[config.mk]
export PLATFORM = sky130hd
export DESIGN_NAME = mtg_cell
export DESIGN_NICKNAME = d
export VERILOG_FILES = /design/src/hdl/mtg_pkg.sv /design/src/hdl/mtg_cell.sv
export SDC_FILE = /design/constraint.sdc
export NUM_CORES = 1
export LEC_CHECK = 0
export ABC_CLOCK_PERIOD_IN_PS = 1400
export BUFFER_PORTS_ARGS = -buffer_cell sky130_fd_sc_hd__buf_2
export CAP_MARGIN = 30
export CORE_MARGIN = 5
export CORE_UTILIZATION = 42
export DETAILED_ROUTE_END_ITERATION = 10
export GPL_ROUTABILITY_DRIVEN = 1
export PLACE_DENSITY_LB_ADDON = 0.25
export SETUP_SLACK_MARGIN = 0.4
export SYNTH_ARGS = -nofsm -noshare
export SYNTH_HDL_FRONTEND = slang
export SYNTH_SLANG_ARGS = --single-unit
[constraint.sdc]
create_clock -name clk -period 1.4 [get_ports clk]
set_clock_uncertainty 0.2 [all_clocks]
set_input_delay 0.07 -clock clk [delete_from_list [all_inputs] [get_ports clk]]
set_output_delay 0.07 -clock clk [all_outputs]
set_load 0.005 [all_outputs]
[src/hdl/mtg_pkg.sv]
// Shared types, constants and functions for the MT19937 generator.
// No dependencies; used by every module of the generator.
package mtg_pkg;

    localparam int unsigned WORD_W = 32;
    localparam int unsigned NUM_WORDS = 624;
    localparam int unsigned TAP_OFFSET = 397;
    localparam int unsigned IDX_W = 10;
    localparam int unsigned ADDR_W = 3;

    localparam logic [WORD_W-1:0] MATRIX_A = 32'h9908_b0df;
    localparam logic [WORD_W-1:0] UPPER_MASK = 32'h8000_0000;
    localparam logic [WORD_W-1:0] LOWER_MASK = 32'h7fff_ffff;
    localparam logic [WORD_W-1:0] TEMPER_B = 32'h9d2c_5680;
    localparam logic [WORD_W-1:0] TEMPER_C = 32'hefc6_0000;
    localparam logic [WORD_W-1:0] INIT_MULT = 32'd1812433253;
    localparam logic [WORD_W-1:0] DEFAULT_SEED = 32'd5489;
    localparam logic [IDX_W-1:0] LAST_IDX = IDX_W'(NUM_WORDS - 1);

    // register index of the seed
    localparam logic REG_SEED = 1'b0;

    typedef logic [WORD_W-1:0] word_t;

    // control group handed from the sequencer to the feed unit
    typedef struct packed {
        logic             load_seed;
        logic             init;
        logic [IDX_W-1:0] index;
    } feed_ctrl_t;

    function automatic word_t temper(input word_t w);
        word_t y;
        y = w;
        y = y ^ (y >> 11);
        y = y ^ ((y << 7) & TEMPER_B);
        y = y ^ ((y << 15) & TEMPER_C);
        y = y ^ (y >> 18);
        return y;
    endfunction

endpackage

[src/hdl/mtg_cell.sv]
// One word of the generator state in the shift chain.
// Depends on mtg_pkg for the word type.
module mtg_cell
(
    input  logic          clk,
    input  logic          shift_en,
    input  mtg_pkg::word_t d,
    output mtg_pkg::word_t q
);

    mtg_pkg::word_t word_reg;

    always_ff @(posedge clk)
    begin
        if (shift_en)
        begin
            word_reg <= d;
        end
    end

    assign q = word_reg;

endmodule

== After elaboration in Yosys (flattened, before gate mapping) ==
Index checks and enable logic that the tools add are counted.

* Register bits: 32
* Output and inout port bits: 32
* Bits of input ports: 34
* Logic and storage cells: 1

== Logic depth before layout (Yosys ltp) ==
* Word-level depth: 0
* Depth in mapped cells: 0
* Gate-level depth less buffers: 0

== Least setup slack after synthesis ==
Ideal clock, no wire load.

* Path kind: reg2out
* Start: reg word_reg[0] (netlist: q[0])
* End: out q[0]
* Path buffers: 0
* Data required time: 1.130 ns
* Arrival time: 0.355 ns
* Cell stages (with the launch flop): 1
* Path slack: 0.775 ns
* Path through: edfxtp_1

{| class="wikitable"
|+ RTL lines
! item !! RTL line !! text
|-
| from (decl) || mtg_cell.sv:11 || <nowiki>mtg_pkg::word_t word_reg;</nowiki>
|-
| from (signal assigned) || mtg_cell.sv:17 || <nowiki>word_reg <= d;</nowiki>
|-
| to (decl) || mtg_cell.sv:8 || <nowiki>output mtg_pkg::word_t q</nowiki>
|}

No word-level cell between the ends.

== Worst setup path after layout ==
* Start: reg word_reg[0] (netlist: q[0])
* End: out q[0]

No word-level cell between the ends.

==> flow_metrics.py <==
metrics = {
    "sta": {
        "timing.final.ws_setup_ps": 287,
        "post-route-min-period_ps": 1110,
        "max_slew.worst_pin.slew_ps": 164,
        "final-hold-violation-count": 0,
        "final.setup.tns_ps": 0,
        "setup_viol": 0,
        "max_freq_mhz": 899,
        "fin_crit_sh_pct": 79.5,
        "holdWs_ps": 12.7,
        "drv_slew": 0,
        "rsz0062_at_grt": "true",
        "slew_headroom_pct": 89.0,
    },
    "detailed_routing": {
        "drc": 0,
        "dr_wl_met3_um": 268,
        "routed_via_density": 4.22,
        "wl_per_cell_um": 14.7,
        "totalWireLength_mm": 2.43,
        "vias": 696,
        "maxUsedRoutingLayer": "met4",
        "drtAntennaViolNets": 0,
        "drtPass1Iterations": 4,
        "met1_length_um": 753,
        "wl_met2_mm": 1.38,
        "drtIter0Drc": 10,
    },
    "yosys": {
        "synth-compound-area-share_pct": 0,
        "syn_area_um2": 961,
        "synth_xor_area_share_pct": 0,
        "synthAdderAreaFrac_pct": 0,
        "ys_types": 1,
        "yosys_warnings": 0,
        "synthCells": 32,
        "ys_ff_latch": 32,
        "synth_simple_gate_area_share_pct": 0,
        "syn_nets": 66,
        "ys_seq_area_share_pct": 100,
        "synth.area.mux_share_pct": 0,
        "synth_area_per_cell_um2": 30.0,
    },
    "clocking": {
        "cts_sinks": 32,
        "path_clk_slew_ps": 90,
        "cts_tree": "built",
        "clk_path_buf_depth": 2,
        "cts_setup_buffers": 0,
        "hold_buffers": 32,
        "cts_buffers": 5,
        "cts-root-buf": "clkbuf_4",
        "cts_resized": 0,
        "htreeDepth": 2,
    },
    "worst_setup_path": {
        "worstPathArrival_ps": 840,
        "slowest_stage": "edfxtp_1",
        "crit_buf_inv": 1,
        "crit_path_start": "q[0]",
        "path_delay_family": "flip-flops",
        "end_kind": "output pin",
        "crit_path_start_kind": "flop",
        "required_ps": 1130,
        "critPathKind": "reg -> out",
        "max_stage_delay_ps": 390,
        "worstPathCellList": "buf_2",
        "cp_max_fo": 1,
    },
    "finish": {
        "largest_register_ffs": 32,
        "drive_gt1_share_pct": 51.8,
        "area.growth.synth_to_final_pct": 77.6,
        "multi_input_gates": 0,
        "fill_cells": 130,
        "nNetsFinal": 171,
        "fin_util_pct": 77.9,
        "multi_input_area_um2": 0,
        "diodes": 0,
    },
    "power": {
        "ir_drop_uv": 795,
        "power_leakage_nw": 0.738,
        "power_density_nw_per_um2": 1060,
    },
    "flow_run": {
        "max_cap_violations": 0,
    },
    "floorplanning": {
        "coreArea_um2": 2190,
        "die_w_um": 57.8,
        "die_h_um": 57.8,
        "num_rows": 17,
        "start_util_pct": 43.9,
        "die_area_um2": 3340,
        "pin_count": 66,
    },
    "placement": {
        "pre_cts_slack_ps": 516,
        "portBuffers": 65,
        "gp_congestion": 0.642,
    },
    "grt": {
        "grt_pass1_wl_mm": 3.71,
        "grt_pass1_vias": 775,
        "antenna_found_initial": 0,
        "grt_use_total_pct": 15.9,
        "grt_max_degree": 33,
        "grt.overflow.total": 0,
    },
    "status": {
        "status": "finished clean",
    },
    "min_path": {
        "min_from": "shift_en",
        "min-delay-path-class": "in -> reg",
    },
}
-- cell type report --
class | count | area (um2) | share of cell area (%)
clock buffer | 5 | 37.5 | 2.20
clock inverter | 2 | 7.51 | 0.440
sequential | 32 | 961 | 56.3
tap | 28 | 35.0 | 2.05
timing repair buffer | 98 | 666 | 39.0
-- power breakdown --
group | leakage (nW) | switching [W] | internal (W)
logic | 0.399 | 0.0000824 | 0.000141
registers | 0.313 | 0.0000167 | 0.00114
clock network | 0.0261 | 0.000254 | 0.000175
total | 0.738 | 0.000354 | 0.00145
-- worst paths after layout --
check | endpoint | slack, ps | cells past startpoint
setup / recovery | q[0] | 290 | 1
hold / removal | q[18] | 10 | 2
-- stage by stage --
step,instances,power (W),cell area [um2]
finish,165,0.00181,1710
global placement,126,0.00132,1340
global route,165,0.00190,1710
CTS,165,0.00182,1710
detailed placement,126,0.00133,1340
floorplan,32,0.00119,961
-- cells in the final DEF (no fill, tap or decap) --
cell type,n
dlygate4sd3_1,32
clkbuf_4,5
buf_2,65
edfxtp_1,32
clkinv_1,2
buf_12,1
-- per-layer routing --
layer  up-vias  GRT usage [%]
li1        341              -
met1       312           13.9
met2        40           30.0
met3         3           7.13
met4         0           7.95
met5         -              0
-- cell usage after synthesis --
| master | number | area share, % |
|---|---|---|
| edfxtp_1 | 32 | 100 |
-- cells by family (layout without fill, tap and decap cells) --
kind of cell	Yosys count	count (layout)
buf+inv	0	105
flops	32	32
Note: power is estimated with default switching activity, not from simulation.
