--- src/hdl/mtg_pkg.sv ---
// Shared types, constants and functions for the MT19937 generator.
// No dependencies; used by every module of the generator.
package mtg_pkg;

    localparam int unsigned WORD_W = 32;
    localparam int unsigned NUM_WORDS = 624;
    localparam int unsigned TAP_OFFSET = 397;
    localparam int unsigned IDX_W = 10;
    localparam int unsigned ADDR_W = 3;

    localparam logic [WORD_W-1:0] MATRIX_A = 32'h9908_b0df;
    localparam logic [WORD_W-1:0] UPPER_MASK = 32'h8000_0000;
    localparam logic [WORD_W-1:0] LOWER_MASK = 32'h7fff_ffff;
    localparam logic [WORD_W-1:0] TEMPER_B = 32'h9d2c_5680;
    localparam logic [WORD_W-1:0] TEMPER_C = 32'hefc6_0000;
    localparam logic [WORD_W-1:0] INIT_MULT = 32'd1812433253;
    localparam logic [WORD_W-1:0] DEFAULT_SEED = 32'd5489;
    localparam logic [IDX_W-1:0] LAST_IDX = IDX_W'(NUM_WORDS - 1);

    // register index of the seed
    localparam logic REG_SEED = 1'b0;

    typedef logic [WORD_W-1:0] word_t;

    // control group handed from the sequencer to the feed unit
    typedef struct packed {
        logic             load_seed;
        logic             init;
        logic [IDX_W-1:0] index;
    } feed_ctrl_t;

    function automatic word_t temper(input word_t w);
        word_t y;
        y = w;
        y = y ^ (y >> 11);
        y = y ^ ((y << 7) & TEMPER_B);
        y = y ^ ((y << 15) & TEMPER_C);
        y = y ^ (y >> 18);
        return y;
    endfunction

endpackage

--- src/hdl/mtg_feed.sv ---
// Computes the word shifted into the tail of the chain: seed, seeding
// recurrence or twist. Depends on mtg_pkg.
module mtg_feed
(
    input  mtg_pkg::feed_ctrl_t ctrl,
    input  mtg_pkg::word_t      seed,
    input  mtg_pkg::word_t      head,
    input  mtg_pkg::word_t      second,
    input  mtg_pkg::word_t      tap,
    input  mtg_pkg::word_t      tail,
    output mtg_pkg::word_t      word
);

    mtg_pkg::word_t mixed;
    mtg_pkg::word_t product;
    mtg_pkg::word_t init_word;
    mtg_pkg::word_t y;
    mtg_pkg::word_t twist_word;

    // seeding: the previous word sits in the tail cell
    assign mixed = tail ^ (tail >> 30);
    assign product = mtg_pkg::INIT_MULT * mixed;
    assign init_word = product + {{(mtg_pkg::WORD_W - mtg_pkg::IDX_W){1'b0}}, ctrl.index};

    assign y = (head & mtg_pkg::UPPER_MASK) | (second & mtg_pkg::LOWER_MASK);
    assign twist_word = tap ^ (y >> 1) ^ (y[0] ? mtg_pkg::MATRIX_A : '0);

    always_comb
    begin
        if (ctrl.load_seed)
        begin
            word = seed;
        end
        else if (ctrl.init)
        begin
            word = init_word;
        end
        else
        begin
            word = twist_word;
        end
    end

endmodule

--- config.mk ---
export PLATFORM = sky130hd
export DESIGN_NAME = mtg_feed
export DESIGN_NICKNAME = d
export VERILOG_FILES = /design/src/hdl/mtg_pkg.sv /design/src/hdl/mtg_feed.sv
export SDC_FILE = /design/constraint.sdc
export NUM_CORES = 1
export LEC_CHECK = 0
export BUFFER_PORTS_ARGS = -buffer_cell sky130_fd_sc_hd__buf_2
export CAP_MARGIN = 25
export CORE_AREA = 2 2 157 159
export DETAILED_ROUTE_END_ITERATION = 16
export DIE_AREA = 0 0 159 161
export MAX_ROUTING_LAYER = met4
export PLACE_DENSITY = 0.59
export SETUP_SLACK_MARGIN = 0.1
export SLEW_MARGIN = 20
export SYNTH_ARGS = -nofsm -noshare
export SYNTH_HDL_FRONTEND = slang
export SYNTH_SLANG_ARGS = --single-unit
export TNS_END_PERCENT = 10
--- constraint.sdc ---
create_clock -name vclk -period 8.25
set_input_delay 0.825 -clock vclk [all_inputs]
set_output_delay 0.825 -clock vclk [all_outputs]
set_load 0.005 [all_outputs]
# Word level (Yosys, flattened, before mapping)
# Index checks and enable logic that the tools add are counted.
# totals
word_cells	9
ff_bits	0
out_inout_bits	32
in_bits	172
# op_classes
n_addsub	1
muxes	3
n_bitwise	4
multipliers	1
# op_table
cell	n
$mux W32	3
$add A32 B10 Y32	1
$mul A31 B32 Y32 const A	1
$or A32 B31 Y32	1
$xor A32 B2 Y32	1
$xor A32 B31 Y32	1
$xor A32 B32 Y32	1

# Longest topological paths before layout
# depth
depth_word	5
mapped_depth	25
mapped_depth_nobuf	25

# Worst setup path after synthesis
# No wires, ideal clock.
# synth_timing
path_kind	in2out
startpoint	input port tail[1]
endpoint	output port word[31]
n_path_buf	0
cell_stages	25
path_slack_ns	0.514
arrival_time_ns	6.911
required_ns	7.425
path_cell_list	xor2_1 -> xor2_1 -> ha_1 -> or2_2 -> ha_1 -> inv_1 -> fa_1 -> inv_1 -> ha_1 -> fa_1 -> fa_1 -> fa_1 -> inv_1 -> fa_1 -> inv_1 -> ha_1 -> a21oi_1 -> o21ai_0 -> a32oi_2 -> o2111ai_2 -> a2111oi_2 -> nor3_2 -> a31oi_1 -> xnor2_1 -> a221oi_2
# synth_via
elab_chain_len	5
# synth_lines
element	line	text
start, declared	mtg_feed.sv:10	input mtg_pkg::word_t tail,
$xor A32 B2 Y32	mtg_feed.sv:21	assign mixed = tail ^ (tail >> 30);
$mul A31 B32 Y32	mtg_feed.sv:22	assign product = mtg_pkg::INIT_MULT * mixed;
$add A32 B10 Y32	mtg_feed.sv:23	assign init_word = product + {{(mtg_pkg::WORD_W - mtg_pkg::IDX_W){1'b0}}, ctrl.index};
$mux W32	mtg_feed.sv:34	else if (ctrl.init)
$mux W32	mtg_feed.sv:30	if (ctrl.load_seed)
end, declared	mtg_feed.sv:11	output mtg_pkg::word_t word
# Every way passes these cells.

# Worst setup path after layout
# layout_timing
startpoint	input port tail[12]
endpoint	output port word[31]
# Same word-level chain as after synthesis.

==> impl_metrics.toml <==
[floorplanning]
dieArea_um2 = 25600
num_rows = 57
ios = 204
die_w_um = 159
start_util = 0.392
die_y_um = 161
core-area_um2 = 24000

[sta]
hold_viol = 0
hold_slack_ns = 1.92
tns_ns = 0
period_share = 0.966
tightest_slew_ns = 0.917
relSlewSlack = 0.389
rsz0062_at_grt = "false"
final_max_slew_viol_count = 0
fmax_ghz = 0.125
min_period_ns = 7.97
setup_viol = 0

[drt]
drc = 0
dr.pass1.iters = 6
routed_via_density = 4.63
wirelength_um = 22800
ant_nets = 0
wl_per_cell_um = 15.0
drt_iter0_drc = 229
num_vias = 7035

[worst_setup_path]
cp-start-kind = "input pin"
crit_fanout = 6
cp-end-kind = "output port"
critPathArrivalTime_ns = 7.15
crit_type = "input pin to output port"
critPathRequiredTime_ns = 7.42

[global_routing]
grt_pass1_wl_um = 37000
grt_usage = 0.183
grt_max_degree = 60
grt_pass1_vias = 7360
overflow = 0
antenna_found_initial = 1

[layout]
nClkBuffers = 0
final_util = 0.461
n_fill_cell = 2331
postLayoutCellArea_um2 = 11000
num-nets-final = 1756
regArea_um2 = 0
layout-drive-gt1-share = 0.199
seq_cells = 0
syn_to_final_growth_pct = 17.5

[place]
post-dp-hpwl_um = 20400
gp_congestion = 0.856
place_area_um2 = 10800
port_buffers = 172

[synth]
synth_nets = 1576
post-synth-top-area-cell = "fa_1"
avgSynthCellArea_um2 = 9.26
synth_top_cell_area_share = 0.326
synthTopCellsByArea = "fa_1, ha_1, inv_1"
yosys_warnings = 0
syn_inst = 1015
netlist_area_um2 = 9400
ys_types = 50
ys_seq_area_frac = 0

[run]
cap_violations = 0

[status]
outcome = "complete, no violations"

[hold_path]
hold_class = "input pin to output port"
cell families (layout without fill, tap and decap cells):
group / count (synthesis) / count (layout) / share of synthesized area
xor+xnor: 106 / 106 / 0.0988
fa+ha+maj: 389 / 389 / 0.640
compound gates: 129 / 129 / 0.0916
mux: 3 / 3 / 0.00359
buf+inv: 285 / 463 / 0.114
other cells: 0 / 1 / 0
simple gates: 103 / 103 / 0.0523
final cells by class:
class              count  area [µm²]  share of cell area
repair buffers       192        1040              0.0939
inverters            271        1020              0.0921
well taps            324         405              0.0367
multi-input cells    730        8580               0.777
diodes                 1        2.50            0.000227
repair_timing:
item	4_1_cts	5_1_grt
endpoints found under the setup margin	2	6
buffers inserted	0	1
pin swaps	0	28
hold buffers	0	0
gates resized for setup	3	47
Yosys cell counts (3+ instances only):
cell	count
a211oi_1	15
nor2_1	39
nor2b_1	7
xor2_1	36
mux2_2	3
a21o_1	6
nor3_1	3
nand2b_1	5
a21oi_1	44
o21ai_0	30
nand3_1	5
fa_1	153
o21bai_1	5
inv_1	271
nand2_1	27
ha_1	236
clkbuf_1	14
xnor2_1	70
o21a_1	5
and3_1	3
critical path: stages:
cell and delay [ns]:
clkbuf_4 0.17, ha_1 0.32, ha_1 0.31, fa_1 0.50, inv_1 0.05, fa_1 0.48, inv_1 0.06, fa_1 0.48
fa_1 0.50, fa_1 0.49, inv_1 0.05, fa_1 0.48, inv_1 0.04, ha_1 0.36, a21oi_1 0.22, o21ai_2 0.09
a32oi_2 0.23, o2111ai_4 0.19, a2111oi_4 0.39, nor3_2 0.09, a31oi_1 0.25, xnor2_1 0.13, a221oi_2 0.27, buf_2 0.15
cell usage in the layout (no fill, tap or decap), types with 3 or more instances in the layout:
cell type	instances
a211oi_1	15
a21o_1	6
a21oi_1	42
and3_1	3
buf_2	166
buf_4	19
buf_6	3
clkbuf_4	4
fa_1	151
ha_1	225
ha_4	9
inv_1	268
inv_2	3
mux2_2	3
nand2_1	26
nand2b_1	5
nand3_1	3
nor2_1	38
nor2b_1	7
nor3_1	3
o21a_1	5
o21ai_0	28
o21bai_1	5
xnor2_1	70
xor2_1	33
per-layer routing:
layer  share of wire  GRT usage
met3           0.038     0.0139
met2            0.46      0.302
met4           0.020     0.0351
met1            0.48      0.252
met5               0          -
metrics by stage:
stage	setup WS (ns)	std cells
6_report	0.278	1518
3_3_place_gp	0.104	1516
2_1_floorplan	0.514	1015
5_1_grt	0.0497	1518
3_5_place_dp	0.0157	1516
4_1_cts	0.105	1516
path summary, 6_finish.rpt:
check                 slack (ns)  depth (start not counted)      from  endpoint
worst max-delay path        0.28                         24  tail[12]  word[31]
worst min-delay path        1.92                          4   seed[9]   word[9]
Power is not shown: default switching activity piles up to over one toggle a cycle in this logic, so the estimate is an artifact.
